File: src/sv/pkc_pkg.sv
// power key controller package: register indexes, key event codes, reset values
package pkc_pkg;

	localparam int unsigned TIMER_BITS_DEF = 16;

	localparam int unsigned CFG_IDX_BITS  = 3;
	localparam int unsigned CFG_DATA_BITS = 16;
	localparam int unsigned PERIOD_BITS   = 8;
	localparam int unsigned TIME_BITS     = 16;

	localparam logic [CFG_IDX_BITS-1:0] REG_POLL_PERIOD = 3'd0;
	localparam logic [CFG_IDX_BITS-1:0] REG_LONG_PRESS  = 3'd1;
	localparam logic [CFG_IDX_BITS-1:0] REG_SHORT_MIN   = 3'd2;
	localparam logic [CFG_IDX_BITS-1:0] REG_WAKE_HOLD   = 3'd3;
	localparam logic [CFG_IDX_BITS-1:0] REG_OFF_DELAY   = 3'd4;

	localparam logic [PERIOD_BITS-1:0] POLL_PERIOD_RST = 8'd5;
	localparam logic [TIME_BITS-1:0]   LONG_PRESS_RST  = 16'd1000;
	localparam logic [TIME_BITS-1:0]   SHORT_MIN_RST   = 16'd1;
	localparam logic [TIME_BITS-1:0]   WAKE_HOLD_RST   = 16'd5000;
	localparam logic [TIME_BITS-1:0]   OFF_DELAY_RST   = 16'd3000;

	typedef logic [1:0] key_kind_t;
	localparam key_kind_t KEY_NONE    = 2'd0;
	localparam key_kind_t KEY_LONG    = 2'd1;
	localparam key_kind_t KEY_SHORT   = 2'd2;
	localparam key_kind_t KEY_INVALID = 2'd3;

endpackage

File: src/sv/power_key_controller_top.sv
// power key controller top level: poll register, key classification and power state
//
// one item is one poll of the power key (key_down); each poll gives exactly one result
// item carrying the power state, the mcu and rf supply enables, beep and led-off pulses
// and the key event (none, long press, short press)
// both channels use valid/ready; an item is taken in the poll register, and the state
// update then runs on it and the result is written to the output register once that is free
// throughput is one item per cycle while the receiver does not stall, set by the single
// state update between poll and output registers
// when the receiver stalls the output register holds its item, the poll register
// still takes one more item, and in_ready drops only when both are full
// configuration is written through wr_en / wr_index / wr_data; the user is to write it
// only while idle (not enforced by the block); indexes beyond the register list are ignored
// reset (arst_n low) clears the pipeline, returns the block to power off with both
// supplies disabled and restores the register defaults
module power_key_controller_top #(
	parameter int unsigned TIMER_BITS = pkc_pkg::TIMER_BITS_DEF
) (
	input  logic                             clk,
	input  logic                             arst_n,
	input  logic                             wr_en,
	input  logic [pkc_pkg::CFG_IDX_BITS-1:0]  wr_index,
	input  logic [pkc_pkg::CFG_DATA_BITS-1:0] wr_data,
	input  logic                             in_valid,
	output logic                             in_ready,
	input  logic                             key_down,
	output logic                             out_valid,
	input  logic                             out_ready,
	output logic                             power_on,
	output logic                             mcu_power,
	output logic                             rf_power,
	output logic                             beep_start,
	output logic                             leds_off,
	output logic [1:0]                       key_event
);

	localparam int unsigned CW = (TIMER_BITS > pkc_pkg::TIME_BITS) ?
		TIMER_BITS : pkc_pkg::TIME_BITS;
	localparam logic [TIMER_BITS:0] TIMER_MAX = {1'b0, {TIMER_BITS{1'b1}}};

	logic [pkc_pkg::PERIOD_BITS-1:0] poll_period_q;
	logic [pkc_pkg::TIME_BITS-1:0]   long_press_q;
	logic [pkc_pkg::TIME_BITS-1:0]   short_min_q;
	logic [pkc_pkg::TIME_BITS-1:0]   wake_hold_q;
	logic [pkc_pkg::TIME_BITS-1:0]   off_delay_q;

	logic                power_state_q;
	logic                press_active_q;
	logic                long_latched_q;
	pkc_pkg::key_kind_t  pending_kind_q;
	logic [TIMER_BITS-1:0] press_timer_q;
	logic                asleep_q;
	logic                mcu_enable_q;
	logic                rf_enable_q;

	logic valid_s1;
	logic key_s1;
	logic advance;

	logic                  n_power;
	logic                  n_active;
	logic                  n_latched;
	pkc_pkg::key_kind_t    n_pending;
	logic [TIMER_BITS-1:0] n_timer;
	logic                  n_asleep;
	logic                  n_mcu;
	logic                  n_rf;
	logic                  n_beep;
	logic                  n_leds;
	pkc_pkg::key_kind_t    n_event;

	logic [TIMER_BITS:0]   timer_sum;
	logic [CW-1:0]         t_ext;
	logic                  short_taken;

	assign advance  = valid_s1 && (!out_valid || out_ready);
	assign in_ready = !valid_s1 || !out_valid || out_ready;

	// configuration registers
	always_ff @(posedge clk or negedge arst_n) begin
		if (!arst_n) begin
			poll_period_q <= pkc_pkg::POLL_PERIOD_RST;
			long_press_q  <= pkc_pkg::LONG_PRESS_RST;
			short_min_q   <= pkc_pkg::SHORT_MIN_RST;
			wake_hold_q   <= pkc_pkg::WAKE_HOLD_RST;
			off_delay_q   <= pkc_pkg::OFF_DELAY_RST;
		end else if (wr_en) begin
			case (wr_index)
				pkc_pkg::REG_POLL_PERIOD: poll_period_q <= wr_data[pkc_pkg::PERIOD_BITS-1:0];
				pkc_pkg::REG_LONG_PRESS:  long_press_q  <= wr_data;
				pkc_pkg::REG_SHORT_MIN:   short_min_q   <= wr_data;
				pkc_pkg::REG_WAKE_HOLD:   wake_hold_q   <= wr_data;
				pkc_pkg::REG_OFF_DELAY:   off_delay_q   <= wr_data;
				default: ;
			endcase
		end
	end

	// poll register
	always_ff @(posedge clk or negedge arst_n) begin
		if (!arst_n) begin
			valid_s1 <= 1'b0;
		end else if (in_valid && in_ready) begin
			valid_s1 <= 1'b1;
		end else if (advance) begin
			valid_s1 <= 1'b0;
		end
	end

	always_ff @(posedge clk) begin
		if (in_valid && in_ready) begin
			key_s1 <= key_down;
		end
	end

	assign timer_sum = {1'b0, press_timer_q}
		+ {{(TIMER_BITS + 1 - pkc_pkg::PERIOD_BITS){1'b0}}, poll_period_q};

	always_comb begin
		n_power     = power_state_q;
		n_active    = press_active_q;
		n_latched   = long_latched_q;
		n_pending   = pending_kind_q;
		n_asleep    = asleep_q;
		n_mcu       = mcu_enable_q;
		n_rf        = rf_enable_q;
		n_beep      = 1'b0;
		n_leds      = 1'b0;
		n_event     = pkc_pkg::KEY_NONE;
		short_taken = 1'b0;

		// press timer
		if (key_s1 && !press_active_q) begin
			n_active = 1'b1;
			n_timer  = '0;
		end else if (timer_sum > TIMER_MAX) begin
			n_timer = TIMER_MAX[TIMER_BITS-1:0];
		end else begin
			n_timer = timer_sum[TIMER_BITS-1:0];
		end
		t_ext = CW'(n_timer);

		// key classification
		if (n_active) begin
			if (!key_s1) begin
				n_active  = 1'b0;
				n_latched = 1'b0;
				if (t_ext > CW'(short_min_q) && t_ext < CW'(long_press_q) && !power_state_q) begin
					n_pending   = pkc_pkg::KEY_SHORT;
					n_event     = pkc_pkg::KEY_SHORT;
					short_taken = 1'b1;
				end
			end
			if (!short_taken && key_s1 && t_ext > CW'(long_press_q) && !n_latched) begin
				n_latched = 1'b1;
				n_pending = pkc_pkg::KEY_LONG;
				n_event   = pkc_pkg::KEY_LONG;
			end
		end

		// pending key
		case (n_pending)
			pkc_pkg::KEY_LONG: begin
				n_power   = !power_state_q;
				n_beep    = 1'b1;
				n_pending = pkc_pkg::KEY_NONE;
				if (!power_state_q) begin
					n_mcu    = 1'b1;
					n_rf     = 1'b1;
					n_asleep = 1'b0;
				end else begin
					n_leds = 1'b1;
					n_rf   = 1'b0;
					n_mcu  = 1'b0;
				end
			end
			pkc_pkg::KEY_SHORT: begin
				if (t_ext < CW'(wake_hold_q)) begin
					n_mcu = 1'b1;
				end
			end
			pkc_pkg::KEY_INVALID: n_pending = pkc_pkg::KEY_NONE;
			default: ;
		endcase

		// off state supervision
		if (!n_power) begin
			n_rf = 1'b0;
			if (!n_asleep && t_ext > CW'(off_delay_q)) begin
				n_leds   = 1'b1;
				n_mcu    = 1'b0;
				n_asleep = 1'b1;
			end
		end
	end

	// controller state
	always_ff @(posedge clk or negedge arst_n) begin
		if (!arst_n) begin
			power_state_q  <= 1'b0;
			press_active_q <= 1'b0;
			long_latched_q <= 1'b0;
			pending_kind_q <= pkc_pkg::KEY_NONE;
			press_timer_q  <= '0;
			asleep_q       <= 1'b0;
			mcu_enable_q   <= 1'b0;
			rf_enable_q    <= 1'b0;
		end else if (advance) begin
			power_state_q  <= n_power;
			press_active_q <= n_active;
			long_latched_q <= n_latched;
			pending_kind_q <= n_pending;
			press_timer_q  <= n_timer;
			asleep_q       <= n_asleep;
			mcu_enable_q   <= n_mcu;
			rf_enable_q    <= n_rf;
		end
	end

	// result register
	always_ff @(posedge clk or negedge arst_n) begin
		if (!arst_n) begin
			out_valid <= 1'b0;
		end else if (advance) begin
			out_valid <= 1'b1;
		end else if (out_ready) begin
			out_valid <= 1'b0;
		end
	end

	always_ff @(posedge clk) begin
		if (advance) begin
			power_on   <= n_power;
			mcu_power  <= n_mcu;
			rf_power   <= n_rf;
			beep_start <= n_beep;
			leds_off   <= n_leds;
			key_event  <= n_event;
		end
	end

endmodule

File: config.mk
export PLATFORM = sky130hd
export DESIGN_NAME = power_key_controller_top
export DESIGN_NICKNAME = d
export VERILOG_FILES = /design/src/sv/pkc_pkg.sv /design/src/sv/power_key_controller_top.sv
export SDC_FILE = /design/constraint.sdc
export NUM_CORES = 1
export LEC_CHECK = 0
export BUFFER_PORTS_ARGS = -buffer_cell sky130_fd_sc_hd__buf_2
export CAP_MARGIN = 30
export CELL_PAD_IN_SITES_DETAIL_PLACEMENT = 0
export CELL_PAD_IN_SITES_GLOBAL_PLACEMENT = 1
export CORE_MARGIN = 2
export CORE_UTILIZATION = 45
export CTS_CLUSTER_DIAMETER = 50
export DETAILED_ROUTE_END_ITERATION = 16
export PLACE_DENSITY = 0.81
export SYNTH_ARGS = -nofsm -noshare
export SYNTH_HDL_FRONTEND = slang
export SYNTH_SLANG_ARGS = --single-unit
File: constraint.sdc
create_clock -name clk -period 7.4 [get_ports clk]
set_clock_uncertainty 0.05 [all_clocks]
set_input_delay 0.37 -clock clk [delete_from_list [all_inputs] [get_ports clk]]
set_output_delay 0.37 -clock clk [all_outputs]
set_load 0.05 [all_outputs]
* Yosys cells after proc, flatten, opt, wreduce, memory -nomap -nowiden
Cells that the tools add are included.
** Word-level totals
- Bits in registers :: 106
- Bits of input ports :: 25
- Logic and storage cells :: 108
- Output and inout port bits :: 9
** Cells by class
- Muxes and demuxes :: 40
- Reductions and logical operators :: 30
- Bitwise operators :: 1
- $lt $le $gt $ge :: 6
- $add $sub $neg :: 1
- Equality and inequality tests :: 7
** Operators by type and width (number)
- 16-bit greater-than comparator :: 3
- 16-bit less-than comparator :: 2
- 16-bit 2-to-1 mux :: 2
- 1-bit 2-to-1 mux :: 31
- 16-bit by 8-bit adder with 17-bit output :: 1
- 17-bit by 16-bit greater-than comparator with 1-bit output, second input constant :: 1
- 2-bit 2-to-1 mux :: 6
- 2-bit AND reduction :: 6
- 1-bit logical AND :: 9
- 1-bit logical NOT :: 7
- 3-bit by 2-bit equality test with 1-bit output, second input constant :: 2
- 2-bit equality test, second input constant :: 2
- 2-bit nonzero test :: 2
- 3-bit by 1-bit equality test with 1-bit output, second input constant :: 1
- 3-bit equality test, second input constant :: 1
- 3-bit logical NOT :: 1
- 1-bit logical OR :: 3
- 3-bit OR reduction :: 1
- 2-bit by 1-bit equality test with 1-bit output, second input constant :: 1
- 1-bit case mux with 2 select lines :: 1
- 2-bit OR reduction :: 1
- 1-bit inverter :: 1

* Depth between registers and ports, before layout
Gate-level depths: netlist of run 1.
- Depth in word-level cells :: 22
- Mapped depth :: 23
- Gate-level depth less buffers :: 23

* Worst setup path after synthesis of run 1
No wires, ideal clock.
- Kind :: flip-flop to flip-flop
- Start :: register poll_period_q[0] in the netlist's numbering
- End :: register leds_off, data pin
- Arrival time :: 5.027 ns
- Path slack :: 2.060 ns
- Path buffers :: 0
- Data required time :: 7.088 ns
- Period minus slack after synthesis :: 5.340 ns
- Stages on the path, launching flop included :: 22
- Setup time :: 0.262 ns
- Cell sequence :: dfstp_2 > ha_1 > inv_1 > fa_1 > nor2b_1 > o31ai_2 > a2111o_1 > and2_1 > a211oi_2 > ha_1 > a21oi_1 > o21ai_0 > a2111o_1 > o32ai_1 > and4bb_2 > o21a_1 > ha_1 > ha_1 > inv_1 > a221oi_1 > o31a_1 > or2_2
** On the way
- Elaborated cells on any way between the ends :: 29
- Classes of those cells :: 1 x add/sub; 5 x order compare; 1 x eq/ne; 14 x mux; 8 x reduce/logical
** RTL lines
- start, declared :: RTL line power_key_controller_top.sv:41 : logic [pkc_pkg::PERIOD_BITS-1:0] poll_period_q;
- start signal, assigned :: RTL line power_key_controller_top.sv:82 : poll_period_q <= pkc_pkg::POLL_PERIOD_RST;
- start signal, assigned :: RTL line power_key_controller_top.sv:89 : pkc_pkg::REG_POLL_PERIOD: poll_period_q <= wr_data[pkc_pkg::PERIOD_BITS-1:0];
- 16-bit by 8-bit adder with 17-bit output (*) :: RTL line power_key_controller_top.sv:117 : + {{(TIMER_BITS + 1 - pkc_pkg::PERIOD_BITS){1'b0}}, poll_period_q};
- 17-bit by 16-bit greater-than comparator with 1-bit output :: RTL line power_key_controller_top.sv:136 : end else if (timer_sum > TIMER_MAX) begin
- 16-bit 2-to-1 mux (*) :: RTL line power_key_controller_top.sv:136
- 16-bit 2-to-1 mux (*) :: RTL line power_key_controller_top.sv:133 : if (key_s1 && !press_active_q) begin
- via n_timer[7] :: RTL line power_key_controller_top.sv:64 : logic [TIMER_BITS-1:0] n_timer;
- 16-bit greater-than comparator or 16-bit less-than comparator (tied branches) :: RTL line power_key_controller_top.sv:148 : if (t_ext > CW'(short_min_q) && t_ext < CW'(long_press_q) && !power_state_q) begin
- 1-bit logical AND (2 in series) :: RTL line power_key_controller_top.sv:148
- 1-bit 2-to-1 mux :: RTL line power_key_controller_top.sv:148
- [3 not listed]
- 1-bit logical AND (3 in series) :: RTL line power_key_controller_top.sv:154 : if (!short_taken && key_s1 && t_ext > CW'(long_press_q) && !n_latched) begin
- 2-bit 2-to-1 mux (*) :: RTL line power_key_controller_top.sv:154
- 2-bit 2-to-1 mux (*) :: RTL line power_key_controller_top.sv:144 : if (n_active) begin
- 2-bit by 1-bit equality test with 1-bit output (*) :: RTL line power_key_controller_top.sv:162 : case (n_pending)
- 1-bit 2-to-1 mux (*) :: RTL line power_key_controller_top.sv:162
- via n_power :: RTL line power_key_controller_top.sv:60 : logic n_power;
- 1-bit 2-to-1 mux (*) :: RTL line power_key_controller_top.sv:187 : if (!n_power) begin
- via n_leds :: RTL line power_key_controller_top.sv:69 : logic n_leds;
- end signal, assigned :: RTL line power_key_controller_top.sv:237 : leds_off <= n_leds;
- end, declared :: RTL line power_key_controller_top.sv:33 : output logic leds_off,
The timed path passes the listed nets; every way through them passes the cells marked *. The select of a mux whose other input is x is not followed.
A chain may end at the register's enable or synchronous reset.

* Final worst setup path of run 1
Same ends and word-level chain as after synthesis.

==> results of run 1 <==
layer usage:
| metal | share of wire [%] | wire [µm] | vias to the layer above | track usage (%) |
|---|---|---|---|---|
| met3 | 3.6 | 554 | 18 | 4.79 |
| li1 | - | - | 2350 | - |
| met1 | 49 | 7570 | 2429 | 31.7 |
| met5 | 0 | 0 | - | 0 |
| met2 | 46 | 7140 | 94 | 35.2 |
| met4 | 1.6 | 250 | 0 | 6.25 |
registers in the layout, summed over array words and instances, names as in the netlist, 2 cells and up:
name,flops
key_event,2
long_press_q,16
off_delay_q,16
pending_kind_q,2
poll_period_q,8
press_timer_q,16
short_min_q,16
wake_hold_q,16
Yosys cell counts (5+ instances only):
library cell | n | area [µm²]
dfstp_2 | 21 | 552
nand4_1 | 9 | 56.3
a21o_1 | 6 | 45.0
nor3_1 | 7 | 35.0
o21ai_0 | 71 | 355
a21oi_1 | 41 | 205
mux2_2 | 32 | 360
nand2b_1 | 6 | 37.5
edfxtp_1 | 8 | 240
xnor2_1 | 5 | 43.8
clkbuf_1 | 15 | 56.3
nor2_1 | 15 | 56.3
inv_1 | 75 | 282
ha_1 | 75 | 938
o211ai_1 | 5 | 37.5
dfrtp_1 | 77 | 1930
nand3_1 | 11 | 55.1
nand2_1 | 88 | 330
critical path, delay by kind of cell, from the launching register on:
family,cells,cell delay [ps]
buffers and inverters,2,170
DFF,1,540
adders and majority gates,5,1490
AOI/OAI and AO/OA,11,3080
and+or+nand+nor,3,760
final cells by class:
type	count	area (µm²)	share of cell area, %
flip-flops and latches	106	2720	38.9
multi-input cells	447	3210	46.0
repair buffers	42	270	3.87
clock buffers	14	264	3.78
well taps	180	225	3.22
clock inverters	2	12.5	0.179
inverters	76	285	4.08
through the flow:
step	utilization, %	instances	setup slack, ps	hold slack (ps)
floorplan	-	649	2060	24.4
global placement	48.3	847	1380	313
detailed placement	48.5	849	1160	326
CTS	50.6	866	1100	127
global route	50.8	867	797	122
finish	50.8	867	1050	139
power by group:
| part | internal, mW | switching [mW] |
|---|---|---|
| combinational | 0.407 | 0.618 |
| sequential | 0.729 | 0.0680 |
| clock | 0.247 | 0.213 |
| total | 1.38 | 0.899 |
logic make-up after synthesis:
logic type      after synthesis  share of synthesized area (%)
compound gates              170                           16.9
simple gates                161                           12.0
flops                       106                           43.2
buf+inv                      96                           5.77
fa+ha+maj                    76                           15.2
mux                          33                           5.89
xor+xnor                      7                          0.975
worst max path at each step:
stage	slack, ps	startpoint	to
global route	800	poll_period_q[0]$_DFFE_PN1P_	mcu_enable_q$_DFFE_PN0P_
detailed placement	1160	poll_period_q[0]$_DFFE_PN1P_	mcu_enable_q$_DFFE_PN0P_
floorplan	2060	poll_period_q[0]$_DFFE_PN1P_	leds_off$_DFFE_PP_
CTS	1100	poll_period_q[0]$_DFFE_PN1P_	mcu_enable_q$_DFFE_PN0P_
finish	1050	poll_period_q[0]$_DFFE_PN1P_	leds_off$_DFFE_PP_
global placement	1380	poll_period_q[0]$_DFFE_PN1P_	leds_off$_DFFE_PP_
==> impl_metrics.toml, run 1 <==
[hold_path]
hold_path.class = "input pin to flop"
hold_depth = 1
hp-start = "key_down"
min_to = "key_s1$_DFFE_PP_"

[sta]
period_minus_slack_ps = 6350
finalCritPeriodShare_pct = 85.8
slew_headroom_pct = 35.0
final_hold_viol_count = 0
fin_setup_tns_ps = 0
max_clock_freq_mhz = 158
rsz0062_at_grt = "no"
finalMaxSlewViolations = 0
setup_viol = 0
worst_pin_slew_ps = 972

[final_layout]
final_common_cell = "nand2_1"
synthToLayoutAreaGrowth_pct = 11.2
n_fill_cell = 1289
nets = 783
finish.instance_area_um2 = 6990
num_antenna_cells = 0
final_cell_mix = "nand2_1 (88), dfrtp_1 (77), inv_1 (75), ha_1 (75), o21ai_0 (71)"
drive_gt1_share_pct = 17.2

[place]
placed_cell_area_um2 = 6680
portBuffers = 33
hpwl_mm = 11.7
gp_congestion = 0.938

[cts]
clkTransAtPathRegs_ps = 70
post_cts_buffers = 0
clk_path_buf_depth = 2
tritoncts = "done"
root_buffer = "clkbuf_16"
clkLatencyLatePin_ps = 360
cts.sinks = 106
cts_inserted_buffers = 9
cts_max_level = 3
post_cts_resized = 0
holdBufCountCts = 1

[critical_path]
path_common_cell = "ha_1"
slowest_delay_ps = 610
rr_worst_depth = 21
required_ps = 7460
worstPathMaxFanout = 17
r2r-start = "poll_period_q[0]$_DFFE_PN1P_"
worstSetupPathType = "flop to flop"
crit_chain = "ha_1, inv_1, fa_1, nor2b_1, o31ai_2, a2111o_1, and2_1, a211oi_2, ha_1, a21oi_1, o21ai_0, a2111o_1, o32ai_1, o311ai_1, a21o_1, ha_1, ha_1, inv_1, a221oi_1, o31a_1, or2_2"
cp_slowest_cell = "a2111o_1"
crit_path_start_kind = "flop"
cp.arrival_ps = 6410
crit_path_end_kind = "flop"
rr_endpoint = "leds_off$_DFFE_PP_"
r2r_slack_ps = 1050

[routing]
detail_route.iter0.violations = 431
drt-total-wl_mm = 15.5
drtAntennaViolNets = 0
post_drt_wl_per_cell_um = 17.9
vias = 4891
drt_pass1_iterations = 5
vias_per_cell = 5.64
drc = 0

[power_and_ir_drop]
leakage_nw = 3.28
ir_worst_vdd_mv = 0.149
finalPower_mw = 2.28
p_per_area_nw_per_um2 = 326

[logic_synthesis]
avgSynthCellArea_um2 = 9.69
ys_seq_elements = 106
synth_cells = 649
ys_async_sr_fraction_pct = 92.5
yosysSeqAreaShare_pct = 43.2
synth_flop_cell = "dfrtp_1"
synth_area_um2 = 6290
synth_cell_types = 63
synth_edf_count = 8
yosysWarningCount = 0
synth_nets = 750

[global_route]
antenna_found_initial = 0
grt-ovfl-total = 0
grt_pass1_vias = 4747
track_usage_pct = 22.5
grt_pass1_wl_mm = 25.3
grt_max_degree = 62

[floorplanning]
ios = 34
dieArea_um2 = 14900
rows = 43
start_util_pct = 45.7
die_w_um = 122
die_h_um = 122
coreArea_um2 = 13800

[flow_run]
cap_violations = 0

[run_status]
status = "complete, no violations"
Power figures use the tool's default switching activity.
==> inputs of run 2 (changes only) <==
- clock period: 7.4 -> 7.2 ns (I/O delays scaled with it)
==> impl_metrics.toml, run 2 (synthesis gave the netlist of run 1 again) <==
[final_layout]
final_util_pct = 50.7
final_common_cell = "nand2_1"
seqCellArea_um2 = 2720
n_fill_cell = 1284
drive_gt1_share_pct = 17.1
synthToLayoutAreaGrowth_pct = 11.0
final_cell_mix = "nand2_1 (88), dfrtp_1 (77), inv_1 (75), ha_1 (75), o21ai_0 (71)"
num_antenna_cells = 0
multi_input_area_um2 = 3210
nets = 782

[routing]
drc = 0
drt-total-wl_mm = 15.5
drtAntennaViolNets = 0
post_drt_wl_per_cell_um = 17.9
drt_pass1_iterations = 5
detail_route.iter0.violations = 338
vias_per_cell = 5.59
vias = 4842

[cts]
cts_max_level = 3
tritoncts = "done"
cts_inserted_buffers = 9
clkLatencyLatePin_ps = 360
clkTransAtPathRegs_ps = 70
root_buffer = "clkbuf_16"
cts.sinks = 106
clk_path_buf_depth = 2
post_cts_resized = 0

[sta]
period_minus_slack_ps = 6290
worst_pin_slew_ps = 976
finalCritPeriodShare_pct = 87.3
finalMaxSlewViolations = 0
max_clock_freq_mhz = 159
final_hold_viol_count = 0
slew_headroom_pct = 34.5
setup_viol = 0
rsz0062_at_grt = "no"
fin_setup_tns_ps = 0

[floorplanning]
coreArea_um2 = 13800
die_h_um = 122
die_w_um = 122
start_util_pct = 45.7
dieArea_um2 = 14900
rows = 43
ios = 34

[hold_path]
hold_path.class = "input pin to flop"

[global_route]
track_usage_pct = 22.2
grt-ovfl-total = 0
grt_max_degree = 62
grt_pass1_wl_mm = 25.3
grt_pass1_vias = 4780
antenna_found_initial = 0

[power_and_ir_drop]
leakage_nw = 3.27
p_per_area_nw_per_um2 = 338
ir_worst_vdd_mv = 0.165

[critical_path]
cp_slowest_cell = "a2111o_1"
crit_chain = "ha_1, inv_1, fa_1, nor2b_1, o31ai_2, a2111o_1, and2_1, a211oi_2, ha_1, a21oi_1, o21ai_0, a2111o_1, o32ai_1, o311ai_1, a21o_1, ha_1, ha_1, inv_1, a221oi_1, o31a_1, o2bb2ai_1, a31oi_1"
path_common_cell = "ha_1"
crit_buf_inv = 2
slowest_delay_ps = 610
required_ps = 7350
worstPathMaxFanout = 17
crit_path_start_kind = "flop"
worstSetupPathType = "flop to flop"
cp_top_family = "compound AO/OA/AOI/OAI gates"
cp.arrival_ps = 6430
crit_path_end_kind = "flop"
r2r_slack_ps = 910

[place]
hpwl_mm = 11.7
portBuffers = 33
gp_congestion = 0.938

[run_status]
status = "complete, no violations"

[flow_run]
cap_violations = 0
-- run 2: per-stage QoR --
stage	hold slack [ps]	power, mW	setup slack, ps	area [µm²]	instances
3_5_place_dp	316	1.85	983	6680	849
4_1_cts	124	2.36	928	6980	866
6_report	131	2.36	914	6980	866
5_1_grt	120	2.53	580	6980	866
3_3_place_gp	303	1.81	1180	6650	847
2_1_floorplan	14.4	1.55	1860	6290	649
-- run 2: worst paths after layout --
check | depth (start not counted) | endpoint | start
setup reg to reg | 22 | mcu_enable_q$_DFFE_PN0P_ | poll_period_q[0]$_DFFE_PN1P_
hold / removal | 1 | key_s1$_DFFE_PP_ | key_down
setup / recovery | 22 | mcu_enable_q$_DFFE_PN0P_ | poll_period_q[0]$_DFFE_PN1P_
hold reg to reg | 1 | out_valid$_DFFE_PN0P_ | valid_s1$_DFFE_PN0P_
max in group asynchronous | 3 | out_valid$_DFFE_PN0P_ | arst_n
min in group asynchronous | 2 | wake_hold_q[10]$_DFFE_PN0P_ | arst_n
-- run 2: worst register-to-register path, delay by kind of cell (launching register included) --
kind	cells	cell delay, ps
AND/OR/NAND/NOR	2	470
AO/OA/AOI/OAI	13	3460
flip-flops	1	530
adder cells (fa/ha/maj)	5	1480
buffers and inverters	2	130
-- run 2: where the power goes --
part / switching (mW) / leakage [nW] / internal (mW)
Sequential: 0.0685 / 1.26 / 0.750
Combinational: 0.637 / 1.88 / 0.416
Clock: 0.221 / 0.129 / 0.270
Total: 0.927 / 3.27 / 1.44
-- run 2: area by class of cell --
class	count	share of cell area (%)
clock inverter	4	0.753
sequential	106	38.9
clock buffer	12	3.39
tap	180	3.23
timing repair buffer	41	3.58
multi-input combinational	447	46.0
inverter	76	4.09
-- run 2: layer usage --
layer / vias up / part of all wire [%] / GRT usage, %
li1: 2351 / - / -
met1: 2365 / 49 / 30.9
met2: 99 / 46 / 35.6
met3: 27 / 3.4 / 3.11
met4: 0 / 2.1 / 8.05
met5: - / 0 / 0
-- run 2: what timing repair did --
item / 4_1_cts / 5_1_grt
buffers inserted: 0 / 0
hold endpoints to repair: 29 / 0
hold buffers: 1 / 0
